### src/hw/rtl/echo_median_range_filter_defines.svh
// Assertion macros for the echo median range filter.
`ifndef ECHO_MEDIAN_RANGE_FILTER_DEFINES_SVH
`define ECHO_MEDIAN_RANGE_FILTER_DEFINES_SVH

`ifndef NO_ASSERTIONS
`define EMRF_ASSERT_CR(label, clk, rst_n, prop, msg) \
  label: assert property (@(posedge clk) disable iff (!rst_n) prop) else $error(msg);
`define EMRF_ASSERT(label, prop, msg) `EMRF_ASSERT_CR(label, clk_i, rst_ni, prop, msg)
`else
`define EMRF_ASSERT_CR(label, clk, rst_n, prop, msg)
`define EMRF_ASSERT(label, prop, msg)
`endif

`endif

### src/hw/rtl/emrf_pkg.sv
package emrf_pkg;

  localparam int unsigned EchoW         = 15;
  localparam int unsigned DistW         = 16;
  localparam int unsigned CfgW          = 4;
  localparam int unsigned DefMaxSamples = 8;

  localparam logic [CfgW-1:0] CfgReset = 4'd5;

  // ceil(343 * 2^24 / 200): exact floor(us * 343 / 200) for any 15-bit us
  localparam int unsigned DistMulW  = 25;
  localparam int unsigned DistShift = 24;
  localparam logic [DistMulW-1:0] DistMul = 25'd28772926;

  typedef struct packed {
    logic take;
    logic rd_prev;
    logic shift;
    logic place;
    logic load;
  } emrf_cmd_t;

  typedef struct packed {
    logic need_ins;
    logic burst_end;
    logic ends_burst;
    logic j_zero;
    logic gt;
    logic out_free;
  } emrf_status_t;

endpackage

### src/hw/rtl/emrf_in_if.sv
interface emrf_in_if;
  import emrf_pkg::*;

  logic             valid;
  logic             ready;
  logic [EchoW-1:0] echo_us;

  modport source (output valid, output echo_us, input ready);
  modport sink   (input valid, input echo_us, output ready);
endinterface

### src/hw/rtl/emrf_out_if.sv
interface emrf_out_if;
  import emrf_pkg::*;

  logic             valid;
  logic             ready;
  logic [DistW-1:0] distance_hundredths_cm;
  logic [EchoW-1:0] median_echo_us;
  logic             found;

  modport source (output valid, output distance_hundredths_cm, output median_echo_us,
                  output found, input ready);
  modport sink   (input valid, input distance_hundredths_cm, input median_echo_us,
                  input found, output ready);
endinterface

### src/hw/rtl/emrf_ram.sv
module emrf_ram #(
  parameter int unsigned Width = 8,
  parameter int unsigned Depth = 8,
  localparam int unsigned AddrW = (Depth > 1) ? $clog2(Depth) : 1
) (
  input  logic             clk_i,
  input  logic             we_i,
  input  logic [AddrW-1:0] waddr_i,
  input  logic [Width-1:0] wdata_i,
  input  logic [AddrW-1:0] raddr_i,
  output logic [Width-1:0] rdata_o
);

  logic [Width-1:0] mem [Depth];

  always_ff @(posedge clk_i) begin
    if (we_i) begin
      mem[waddr_i] <= wdata_i;
    end
    rdata_o <= mem[raddr_i];
  end

endmodule

### src/hw/rtl/emrf_ctrl.sv
`include "echo_median_range_filter_defines.svh"

module emrf_ctrl (
  input  logic                   clk_i,
  input  logic                   rst_ni,
  input  logic                   in_valid_i,
  output logic                   in_ready_o,
  input  emrf_pkg::emrf_status_t status_i,
  output emrf_pkg::emrf_cmd_t    cmd_o
);
  import emrf_pkg::*;

  typedef enum logic [4:0] {
    S_IDLE = 5'b00001,
    S_READ = 5'b00010,
    S_CMP  = 5'b00100,
    S_MED  = 5'b01000,
    S_OUT  = 5'b10000
  } state_e;

  state_e state_q, state_d;

  assign in_ready_o = (state_q == S_IDLE);

  always_comb begin
    state_d = state_q;
    cmd_o   = '0;
    case (state_q)
      S_IDLE: begin
        if (in_valid_i) begin
          cmd_o.take = 1'b1;
          if (status_i.need_ins) begin
            state_d = S_READ;
          end else if (status_i.burst_end) begin
            state_d = S_MED;
          end
        end
      end
      S_READ: begin
        if (status_i.j_zero) begin
          cmd_o.place = 1'b1;
          state_d     = status_i.ends_burst ? S_MED : S_IDLE;
        end else begin
          cmd_o.rd_prev = 1'b1;
          state_d       = S_CMP;
        end
      end
      S_CMP: begin
        if (status_i.gt) begin
          cmd_o.shift = 1'b1;
          state_d     = S_READ;
        end else begin
          cmd_o.place = 1'b1;
          state_d     = status_i.ends_burst ? S_MED : S_IDLE;
        end
      end
      S_MED: begin
        state_d = S_OUT;
      end
      S_OUT: begin
        if (status_i.out_free) begin
          cmd_o.load = 1'b1;
          state_d    = S_IDLE;
        end
      end
      default: begin
        state_d = S_IDLE;
      end
    endcase
  end

  always_ff @(posedge clk_i or negedge rst_ni) begin
    if (!rst_ni) begin
      state_q <= S_IDLE;
    end else begin
      state_q <= state_d;
    end
  end

  `EMRF_ASSERT(a_timeout_mid_burst_quick, cmd_o.take && !status_i.need_ins && !status_i.burst_end |=> in_ready_o, "timeout word inside a burst did not return to idle")
  `EMRF_ASSERT(a_load_frees_input, cmd_o.load |=> in_ready_o, "input not reopened after result load")
  `EMRF_ASSERT(a_state_onehot, $onehot(state_q), "controller state not one-hot")

endmodule

### src/hw/rtl/emrf_datapath.sv
`include "echo_median_range_filter_defines.svh"

module emrf_datapath #(
  parameter int unsigned MaxSamples = emrf_pkg::DefMaxSamples
) (
  input  logic                         clk_i,
  input  logic                         rst_ni,
  input  logic                         cfg_we_i,
  input  logic [emrf_pkg::CfgW-1:0]    cfg_wdata_i,
  input  logic [emrf_pkg::EchoW-1:0]   echo_us_i,
  input  emrf_pkg::emrf_cmd_t          cmd_i,
  output emrf_pkg::emrf_status_t       status_o,
  input  logic                         out_ready_i,
  output logic                         out_valid_o,
  output logic [emrf_pkg::DistW-1:0]   distance_o,
  output logic [emrf_pkg::EchoW-1:0]   median_o,
  output logic                         found_o
);
  import emrf_pkg::*;

  localparam int unsigned IdxW  = (MaxSamples > 1) ? $clog2(MaxSamples) : 1;
  localparam int unsigned CntW  = $clog2(MaxSamples + 1);
  localparam int unsigned LenW  = (CntW > CfgW) ? CntW : CfgW;
  localparam int unsigned ProdW = EchoW + DistMulW;
  localparam logic [CntW-1:0] MaxCnt = CntW'(MaxSamples);

  logic [CfgW-1:0]  sample_count_q;
  logic [CntW-1:0]  valid_cnt_q, taken_cnt_q, taken_nx;
  logic [EchoW-1:0] v_q;
  logic [IdxW-1:0]  j_q;
  logic             end_q;
  logic             out_valid_q;
  logic [DistW-1:0] dist_q;
  logic [EchoW-1:0] med_q;
  logic             found_q;

  logic [LenW-1:0]  cfg_ext, burst_len;
  logic             need_ins;
  logic [IdxW-1:0]  med_idx, raddr;
  logic [EchoW-1:0] rdata, wdata;
  logic [ProdW-1:0] prod;

  assign cfg_ext   = LenW'(sample_count_q);
  assign burst_len = (cfg_ext == '0) ? LenW'(1) :
                     (cfg_ext > LenW'(MaxSamples)) ? LenW'(MaxSamples) : cfg_ext;
  assign taken_nx  = (taken_cnt_q < MaxCnt) ? taken_cnt_q + CntW'(1) : taken_cnt_q;
  assign need_ins  = (echo_us_i != '0) && (valid_cnt_q < MaxCnt);
  assign med_idx   = IdxW'(valid_cnt_q >> 1);
  assign raddr     = cmd_i.rd_prev ? j_q - IdxW'(1) : med_idx;
  assign wdata     = cmd_i.shift ? rdata : v_q;
  assign prod      = ProdW'(rdata) * ProdW'(DistMul);

  assign status_o.need_ins   = need_ins;
  assign status_o.burst_end  = LenW'(taken_nx) >= burst_len;
  assign status_o.ends_burst = end_q;
  assign status_o.j_zero     = (j_q == '0);
  assign status_o.gt         = rdata > v_q;
  assign status_o.out_free   = !out_valid_q || out_ready_i;

  emrf_ram #(
    .Width (EchoW),
    .Depth (MaxSamples)
  ) u_store (
    .clk_i   (clk_i),
    .we_i    (cmd_i.shift || cmd_i.place),
    .waddr_i (j_q),
    .wdata_i (wdata),
    .raddr_i (raddr),
    .rdata_o (rdata)
  );

  always_ff @(posedge clk_i or negedge rst_ni) begin
    if (!rst_ni) begin
      sample_count_q <= CfgReset;
      valid_cnt_q    <= '0;
      taken_cnt_q    <= '0;
      end_q          <= 1'b0;
      out_valid_q    <= 1'b0;
    end else begin
      if (cfg_we_i) begin
        sample_count_q <= cfg_wdata_i;
      end
      if (cmd_i.take) begin
        taken_cnt_q <= taken_nx;
        end_q       <= status_o.burst_end;
        if (need_ins) begin
          valid_cnt_q <= valid_cnt_q + CntW'(1);
        end
      end
      if (cmd_i.load) begin
        valid_cnt_q <= '0;
        taken_cnt_q <= '0;
        out_valid_q <= 1'b1;
      end else if (out_ready_i) begin
        out_valid_q <= 1'b0;
      end
    end
  end

  always_ff @(posedge clk_i) begin
    if (cmd_i.take) begin
      v_q <= echo_us_i;
      j_q <= IdxW'(valid_cnt_q);
    end else if (cmd_i.shift) begin
      j_q <= j_q - IdxW'(1);
    end
    if (cmd_i.load) begin
      found_q <= (valid_cnt_q != '0);
      med_q   <= (valid_cnt_q != '0) ? rdata : '0;
      dist_q  <= (valid_cnt_q != '0) ? prod[DistShift +: DistW] : '0;
    end
  end

  assign out_valid_o = out_valid_q;
  assign distance_o  = dist_q;
  assign median_o    = med_q;
  assign found_o     = found_q;

  `EMRF_ASSERT(a_valid_le_taken, valid_cnt_q <= taken_cnt_q, "more stored words than taken words")
  `EMRF_ASSERT(a_load_restarts, cmd_i.load |=> (valid_cnt_q == '0) && (taken_cnt_q == '0) && out_valid_q, "burst not restarted on result load")
  `EMRF_ASSERT(a_not_found_zero, out_valid_q && !found_q |-> (dist_q == '0) && (med_q == '0), "not-found result carries data")

endmodule

### src/hw/rtl/echo_median_range_filter.sv
// Channel    Dir  Payload                                          Handshake
// echo_i     in   echo_us[14:0]                                    valid/ready
// result_o   out  distance_hundredths_cm[15:0], median_echo_us,    valid/ready
//                 found
// cfg        in   cfg_wdata_i[3:0] (sample_count)                  cfg_we_i
//
// A timeout word (echo_us of 0) is taken in idle. A stored word runs the
// insertion loop: read, compare, and move each larger sorted entry up, then
// write the word in its place, on a sample store with one read port and one
// write port. A burst end adds the median read, plus any wait while the
// result register is still held by a stalled sink.
// Reset clears counters and control only; no clearing pass.
module echo_median_range_filter #(
  parameter int unsigned MaxSamples = emrf_pkg::DefMaxSamples
) (
  input  logic                      clk_i,
  input  logic                      rst_ni,
  input  logic                      cfg_we_i,
  input  logic [emrf_pkg::CfgW-1:0] cfg_wdata_i,
  emrf_in_if.sink                   echo_i,
  emrf_out_if.source                result_o
);
  import emrf_pkg::*;

  emrf_cmd_t    cmd;
  emrf_status_t status;

  emrf_ctrl u_ctrl (
    .clk_i      (clk_i),
    .rst_ni     (rst_ni),
    .in_valid_i (echo_i.valid),
    .in_ready_o (echo_i.ready),
    .status_i   (status),
    .cmd_o      (cmd)
  );

  emrf_datapath #(
    .MaxSamples (MaxSamples)
  ) u_datapath (
    .clk_i       (clk_i),
    .rst_ni      (rst_ni),
    .cfg_we_i    (cfg_we_i),
    .cfg_wdata_i (cfg_wdata_i),
    .echo_us_i   (echo_i.echo_us),
    .cmd_i       (cmd),
    .status_o    (status),
    .out_ready_i (result_o.ready),
    .out_valid_o (result_o.valid),
    .distance_o  (result_o.distance_hundredths_cm),
    .median_o    (result_o.median_echo_us),
    .found_o     (result_o.found)
  );

endmodule

### src/flat_wrapper.sv
// flat-port wrapper written by rule: the top's interface ports become plain ports
module echo_median_range_filter_flat import emrf_pkg::*;
#(
  parameter int unsigned MaxSamples = emrf_pkg::DefMaxSamples
)
  (clk_i, rst_ni, cfg_we_i, cfg_wdata_i, echo_i_valid, echo_i_echo_us, echo_i_ready, result_o_valid, result_o_distance_hundredths_cm, result_o_median_echo_us, result_o_found, result_o_ready);
  emrf_in_if echo_i_i ();
  emrf_out_if result_o_i ();
  input  logic clk_i;
  input  logic rst_ni;
  input  logic cfg_we_i;
  input  logic [emrf_pkg::CfgW-1:0] cfg_wdata_i;
  input wire logic [$bits(echo_i_i.valid)-1:0] echo_i_valid;
  input wire logic [$bits(echo_i_i.echo_us)-1:0] echo_i_echo_us;
  output wire logic [$bits(echo_i_i.ready)-1:0] echo_i_ready;
  output wire logic [$bits(result_o_i.valid)-1:0] result_o_valid;
  output wire logic [$bits(result_o_i.distance_hundredths_cm)-1:0] result_o_distance_hundredths_cm;
  output wire logic [$bits(result_o_i.median_echo_us)-1:0] result_o_median_echo_us;
  output wire logic [$bits(result_o_i.found)-1:0] result_o_found;
  input wire logic [$bits(result_o_i.ready)-1:0] result_o_ready;
  assign echo_i_i.valid = echo_i_valid;
  assign echo_i_i.echo_us = echo_i_echo_us;
  assign echo_i_ready = echo_i_i.ready;
  assign result_o_valid = result_o_i.valid;
  assign result_o_distance_hundredths_cm = result_o_i.distance_hundredths_cm;
  assign result_o_median_echo_us = result_o_i.median_echo_us;
  assign result_o_found = result_o_i.found;
  assign result_o_i.ready = result_o_ready;
  echo_median_range_filter #(.MaxSamples(MaxSamples)) u_core (.clk_i(clk_i), .rst_ni(rst_ni), .cfg_we_i(cfg_we_i), .cfg_wdata_i(cfg_wdata_i), .echo_i(echo_i_i), .result_o(result_o_i));
endmodule
### config.mk
export PLATFORM = sky130hd
export DESIGN_NAME = echo_median_range_filter_flat
export DESIGN_NICKNAME = d
export VERILOG_FILES = /design/src/hw/rtl/emrf_pkg.sv /design/src/hw/rtl/emrf_in_if.sv /design/src/hw/rtl/emrf_out_if.sv /design/src/hw/rtl/emrf_ram.sv /design/src/hw/rtl/emrf_ctrl.sv /design/src/hw/rtl/emrf_datapath.sv /design/src/hw/rtl/echo_median_range_filter.sv /design/src/flat_wrapper.sv
export VERILOG_INCLUDE_DIRS = /design/src /design/src/hw/rtl
export SDC_FILE = /design/constraint.sdc
export NUM_CORES = 1
export LEC_CHECK = 0
export BUFFER_PORTS_ARGS = -buffer_cell sky130_fd_sc_hd__buf_2
export CORE_MARGIN = 8
export CORE_UTILIZATION = 35
export DETAILED_ROUTE_END_ITERATION = 12
export SLEW_MARGIN = 20
export SYNTH_ARGS = -nofsm -noshare
export SYNTH_HDL_FRONTEND = slang
export SYNTH_HIERARCHICAL = 1
export SYNTH_SLANG_ARGS = --single-unit
### constraint.sdc
create_clock -name clk_i -period 7.75 [get_ports clk_i]
set_input_delay 1.55 -clock clk_i [delete_from_list [all_inputs] [get_ports clk_i]]
set_output_delay 1.55 -clock clk_i [all_outputs]
set_load 0.02 [all_outputs]
==> flow_metrics.py, run 1 <==
metrics = {
    "timing": {
        "drv_slew": 0,
        "finalSetupViolCount": 0,
        "timing.slew.headroom_pct": 26.2,
        "setup_tns_ns": 0,
        "skew_ns": 0.0107,
        "worstMarginPinSlew_ns": 1.11,
        "grt_setup_unrepaired": "no",
        "post-route-period-util_pct": 77.3,
        "fmax_mhz": 167,
        "period_minus_slack_ns": 5.99,
        "hold_viol_final": 0,
    },
    "routing": {
        "drc": 0,
        "dr.pass1.iters": 5,
        "highest_layer": "met4",
        "wl_met1_mm": 15.1,
        "met2_length_mm": 16.9,
        "drt_wl_total_mm": 34.2,
        "met3_wirelength_mm": 1.47,
        "routedWlPerCell_um": 19.5,
        "drtAntennaViolNets": 0,
        "vias_per_cell": 5.05,
        "drt-initial-drc-count": 454,
        "vias": 8833,
    },
    "global_routing": {
        "overflow": 0,
        "grt_pass1_wl_mm": 53.4,
        "grt_pass1_vias": 9137,
        "grt_max_degree": 41,
        "antenna_found_initial": 0,
        "grt_usage_pct": 14.3,
    },
    "logic_synthesis": {
        "postSynthAreaPerCell_sq_um": 12.8,
        "async_flop_share_pct": 9.31,
        "synthTopCellsByCount": "inv_1 (200), ha_1 (175), edfxtp_1 (170)",
        "yosysSeqAreaShare_pct": 40.7,
        "ys_warn_count": 6,
        "netlist_instances": 1132,
        "yosysMostFrequentCell": "inv_1",
        "synth.area.top_cells": "edfxtp_1 (35%), fa_1 (16%), ha_1 (15%)",
        "syn-cell-area_sq_um": 14500,
        "synth_top_cell_by_area": "edfxtp_1",
        "syn-num-nets": 1448,
        "yosysTopAreaCellShare_pct": 35.3,
        "ys_seq_elements": 204,
        "synth_ff_type": "edfxtp_1",
        "synth_edf_count": 170,
        "ys_types": 61,
    },
    "floorplan": {
        "die_h_um": 219,
        "num_rows": 74,
        "die_area_sq_um": 48100,
        "core_area_sq_um": 40800,
        "ioPinCount": 58,
        "die_w_um": 219,
        "start_util_pct": 35.4,
    },
    "clocking": {
        "ctsHoldBuffers": 0,
        "clock_path_buffers": 3,
        "cts_tree": "done",
        "cts_buffers": 24,
        "worstSkewPairLatency_ns": 0.52,
        "cts_root_buf": "clkbuf_16",
        "clkTransAtPathRegs_ns": 0.06,
        "clock_sinks": 204,
        "post-cts-setup-buffers": 0,
        "h-tree-depth": 1,
        "ctsResizeCount": 0,
    },
    "final_layout": {
        "area_growth_pct": 11.6,
        "n_antenna_cell": 0,
        "fin_nets": 1515,
        "drive_above_1_share_pct": 11.8,
        "nFillCells": 3854,
    },
    "setup_path": {
        "cp.arrival_ns": 6.25,
        "worstPathRequired_ns": 8.01,
        "end_kind": "flop",
        "worstSetupPathType": "reg2reg",
        "crit_fanout": 9,
        "critPathLaunchType": "flop",
    },
    "place": {
        "dp_hpwl_mm": 26.1,
        "place_congestion": 0.897,
        "port_buffers": 57,
    },
    "status": {
        "status": "completed",
    },
    "run": {
        "max-cap-violations": 0,
    },
    "min_path": {
        "holdCritPathClass": "reg2reg",
    },
}
cell families after synthesis:
kind of cell / share of synthesized area (%)
flops: 40.7
xor+xnor: 0.847
buf+inv: 6.00
compound gates: 6.62
mux: 7.98
simple gates: 6.58
fa+ha+maj: 31.3
worst paths after layout:
kind	start	to	slack [ns]	cells past startpoint
max reg2reg	u_core/u_datapath/u_store/rdata_o[12]	u_core/u_datapath/distance_o[14]	1.76	16
max in group asynchronous	rst_ni	u_core/u_datapath/cfg_ext[0]	6.44	1
min in group asynchronous	rst_ni	u_core/u_ctrl/state_q[1]	0.97	1
min	u_core/u_datapath/end_q	u_core/u_ctrl/state_q[0]	0.53	2
max	u_core/u_datapath/u_store/rdata_o[12]	u_core/u_datapath/distance_o[14]	1.76	16
min reg2reg	u_core/u_datapath/end_q	u_core/u_ctrl/state_q[0]	0.53	2
per-stage QoR:
step | area (sq um) | cells | hold WS [ns] | util [%] | setup slack (ns)
floorplan | 14500 | 1132 | 0.482 | - | 2.26
global placement | 15400 | 1705 | 0.530 | 37.7 | 1.87
detailed placement | 15400 | 1705 | 0.531 | 37.7 | 1.77
CTS | 16100 | 1749 | 0.544 | 39.5 | 1.74
global route | 16100 | 1749 | 0.561 | 39.5 | 1.39
finish | 16100 | 1749 | 0.530 | 39.5 | 1.76
metal layers:
layer / up-vias / GRT usage, %
met4: 0 / 3.11
met1: 4454 / 19.1
li1: 4117 / -
met2: 213 / 24.5
met3: 49 / 1.68
met5: - / 0
critical path, stage by stage, from the launching register on:
cell	delay (ns)
dfxtp_1	0.72
fa_1	0.57
inv_1	0.14
fa_1	0.45
fa_1	0.55
inv_1	0.05
fa_1	0.51
fa_1	0.49
ha_1	0.31
ha_1	0.32
nand3_1	0.16
nor2_1	0.17
a22oi_1	0.14
a211oi_1	0.55
or2_1	0.28
a41oi_1	0.16
mux2i_1	0.15
layout by cell type (no fill, tap or decap), types with 30 or more instances in the layout:
master,n
nand2_1,48
a21oi_1,33
buf_2,57
edfxtp_1,170
ha_1,175
mux4_1,30
nor2_1,41
inv_1,200
fa_1,117
o21ai_0,37
flip-flops by register name, summed over array words and instances (netlist names):
name,flops
u_core/u_datapath/valid_cnt_q,4
u_core/u_datapath/j_q,3
u_core/u_datapath/median_o,15
u_core/u_datapath/taken_cnt_q,4
u_core/u_datapath/end_q,1
u_core/u_datapath/found_o,1
u_core/u_datapath/v_q,15
u_core/u_datapath/u_store/rdata_o,15
u_core/u_ctrl/state_q,5
u_core/u_datapath/u_store/mem,120
u_core/u_datapath/cfg_ext,4
u_core/u_datapath/out_valid_o,1
u_core/u_datapath/distance_o,16
layout make-up:
type	count	area, sq um	share of cell area [%]
well taps	532	666	4.12
multi-input cells	706	7780	48.2
repair buffers	63	330	2.05
clock inverters	11	101	0.628
clock buffers	33	634	3.93
inverters	200	751	4.65
flip-flops and latches	204	5880	36.4
Power of run 1 is not shown: default switching activity piles up to over one toggle a cycle in this logic, so the estimate is an artifact.
==> inputs of run 2 (changes only) <==
==> constraint.sdc (replaced) <==
create_clock -name clk_i -period 5.1 [get_ports clk_i]
set_input_delay 1.02 -clock clk_i [delete_from_list [all_inputs] [get_ports clk_i]]
set_output_delay 1.02 -clock clk_i [all_outputs]
set_load 0.02 [all_outputs]
==> run 2 against run 1 <==
Compared with the run above:
- the run now ends with setup timing left
- worst hold slack got worse by 0.11 ns
- fmax rose by 15%
- via count rose by 5.4%
- sequential cell count did not move
- clock skew rose by 0.023 ns
- first-iteration DRC count rose by 7.7%
- final cell count rose by 8.6%
- worst setup slack got worse by 1.9 ns
- count of clock-buffer cells in the layout fell by 3
- non-clock buffer count rose by 153
==> flow_metrics.py, run 2 (synthesis gave the netlist of run 1 again) <==
metrics = {
    "clocking": {
        "clock_sinks": 204,
        "cts_buffers": 23,
        "cts_tree": "done",
        "clock_path_buffers": 3,
        "clkTransAtPathRegs_ns": 0.06,
        "worstSkewPairLatency_ns": 0.56,
        "cts_root_buf": "clkbuf_16",
        "h-tree-depth": 1,
    },
    "final_layout": {
        "final_util_pct": 43.5,
        "final_cell_mix": "inv_1 (192), edfxtp_1 (170), ha_1 (163), buf_4 (152), fa_1 (108)",
        "final_cell_area_sq_um": 17700,
        "n_antenna_cell": 0,
        "largest_reg_flops": 120,
        "top_register": "u_core/u_datapath/u_store/mem",
        "area_growth_pct": 22.6,
        "drive_above_1_share_pct": 26.9,
        "fin_nets": 1667,
        "final_common_cell": "inv_1",
    },
    "setup_path": {
        "r2r_start": "u_core/u_datapath/u_store/rdata_o[14]",
        "r2r_cells": 17,
        "cp_common_cell": "fa_1",
        "crit_fanout": 4,
        "end_kind": "flop",
        "cp_cell_sequence": "fa_2 > fa_1 > fa_1 > inv_2 > fa_1 > inv_1 > fa_1 > fa_1 > ha_4 > and3_4 > buf_6 > nand4_1 > or3_4 > o221ai_4 > a21oi_4 > a31o_1 > mux2i_1",
        "critical-path-max-stage-delay_ns": 0.51,
        "timing.rr.end": "u_core/u_datapath/distance_o[11]",
        "worstPathRequired_ns": 5.40,
        "critPathSlowestCell": "fa_1",
        "rrSetupSlack_ns": -0.12,
        "cp.arrival_ns": 5.52,
        "crit_family": "adder cells",
        "critPathLaunchType": "flop",
        "cp_num_buf_inv": 3,
        "worstSetupPathType": "reg2reg",
    },
    "routing": {
        "vias_per_cell": 4.90,
        "drc": 0,
        "vias": 9311,
        "drtAntennaViolNets": 0,
        "dr.pass1.iters": 5,
        "drt_wl_total_mm": 35.4,
        "routedWlPerCell_um": 18.7,
        "drt-initial-drc-count": 489,
    },
    "status": {
        "status": "complete, but fails checks",
        "violations": "setup timing",
    },
    "place": {
        "place_ws_ns": -0.367,
        "port_buffers": 57,
        "dp_hpwl_mm": 27.6,
        "place_congestion": 0.879,
        "placed_cell_area_sq_um": 16600,
    },
    "timing": {
        "drv_slew": 0,
        "holdWs_ns": 0.415,
        "fmax_mhz": 192,
        "finalSetupViolCount": 12,
        "period_minus_slack_ns": 5.22,
        "timing.slew.headroom_pct": 31.6,
        "skew_ns": 0.0335,
        "worstMarginPinSlew_ns": 1.02,
        "post-route-period-util_pct": 102,
        "grt_setup_unrepaired": "yes",
        "hold_viol_final": 0,
        "timing.final.ws_setup_ns": -0.117,
    },
    "min_path": {
        "holdCritPathClass": "in2async",
    },
    "global_routing": {
        "grt_usage_pct": 14.9,
        "grt_pass1_vias": 9864,
        "grt_max_degree": 41,
        "overflow": 0,
        "grt_pass1_wl_mm": 55.6,
        "antenna_found_initial": 0,
    },
    "run": {
        "max-cap-violations": 0,
    },
    "floorplan": {
        "ioPinCount": 58,
        "die_area_sq_um": 48100,
        "core_area_sq_um": 40800,
        "start_util_pct": 35.4,
        "die_h_um": 219,
        "die_w_um": 219,
        "num_rows": 74,
    },
}
## run 2: changes by cell type in the layout (fill, tap and decap cells not counted), sizes merged
| cell | delta |
|---|---|
| clkbuf | -3 |
| clkinvlp | +3 |
| buf | +153 |
| clkinv | -2 |
## run 2: repair_timing
action	in CTS	in global routing
resized for setup	55	24
buffers inserted	7	1
pin swaps	44	18
hold buffers	0	0
setup endpoints to repair	16	16
## run 2: cell type report
type,count,area (sq um)
timing repair buffer,216,1510
fill,3707,23100
inverter,200,751
clock buffer,30,652
sequential,204,5900
multi-input combinational,706,8160
clock inverter,12,114
tap,532,666
## run 2: layer usage
layer | global-route usage [%] | vias up | routed length (um) | share of wire [%]
met5 | 0 | - | 0 | 0
met4 | 3.65 | 0 | 702 | 2.0
met3 | 1.90 | 43 | 1370 | 3.9
met2 | 25.5 | 162 | 17400 | 49
met1 | 19.9 | 4677 | 16000 | 45
li1 | - | 4429 | - | -
## run 2: worst max path at each step
stage	from	to	slack (ns)	cells after the start
after floorplan	u_core/u_datapath/u_store/rdata_o[13]	u_core/u_datapath/distance_o[11]	0.008	16
after global placement	u_core/u_datapath/u_store/rdata_o[13]	u_core/u_datapath/distance_o[13]	-0.32	17
after detailed placement	u_core/u_datapath/u_store/rdata_o[13]	u_core/u_datapath/distance_o[3]	-0.37	17
after CTS	u_core/u_datapath/u_store/rdata_o[14]	u_core/u_datapath/distance_o[14]	-0.19	17
after global routing	u_core/u_datapath/u_store/rdata_o[14]	u_core/u_datapath/distance_o[11]	-0.28	17
final	u_core/u_datapath/u_store/rdata_o[14]	u_core/u_datapath/distance_o[11]	-0.12	17
## run 2: stage by stage
step | std cells | setup TNS, ns
3_5_place_dp | 1852 | -4.40
6_report | 1900 | -0.689
3_3_place_gp | 1852 | -3.92
5_1_grt | 1900 | -3.39
4_1_cts | 1899 | -1.83
2_1_floorplan | 1132 | 0
Power of run 2 is left out for the same reason.
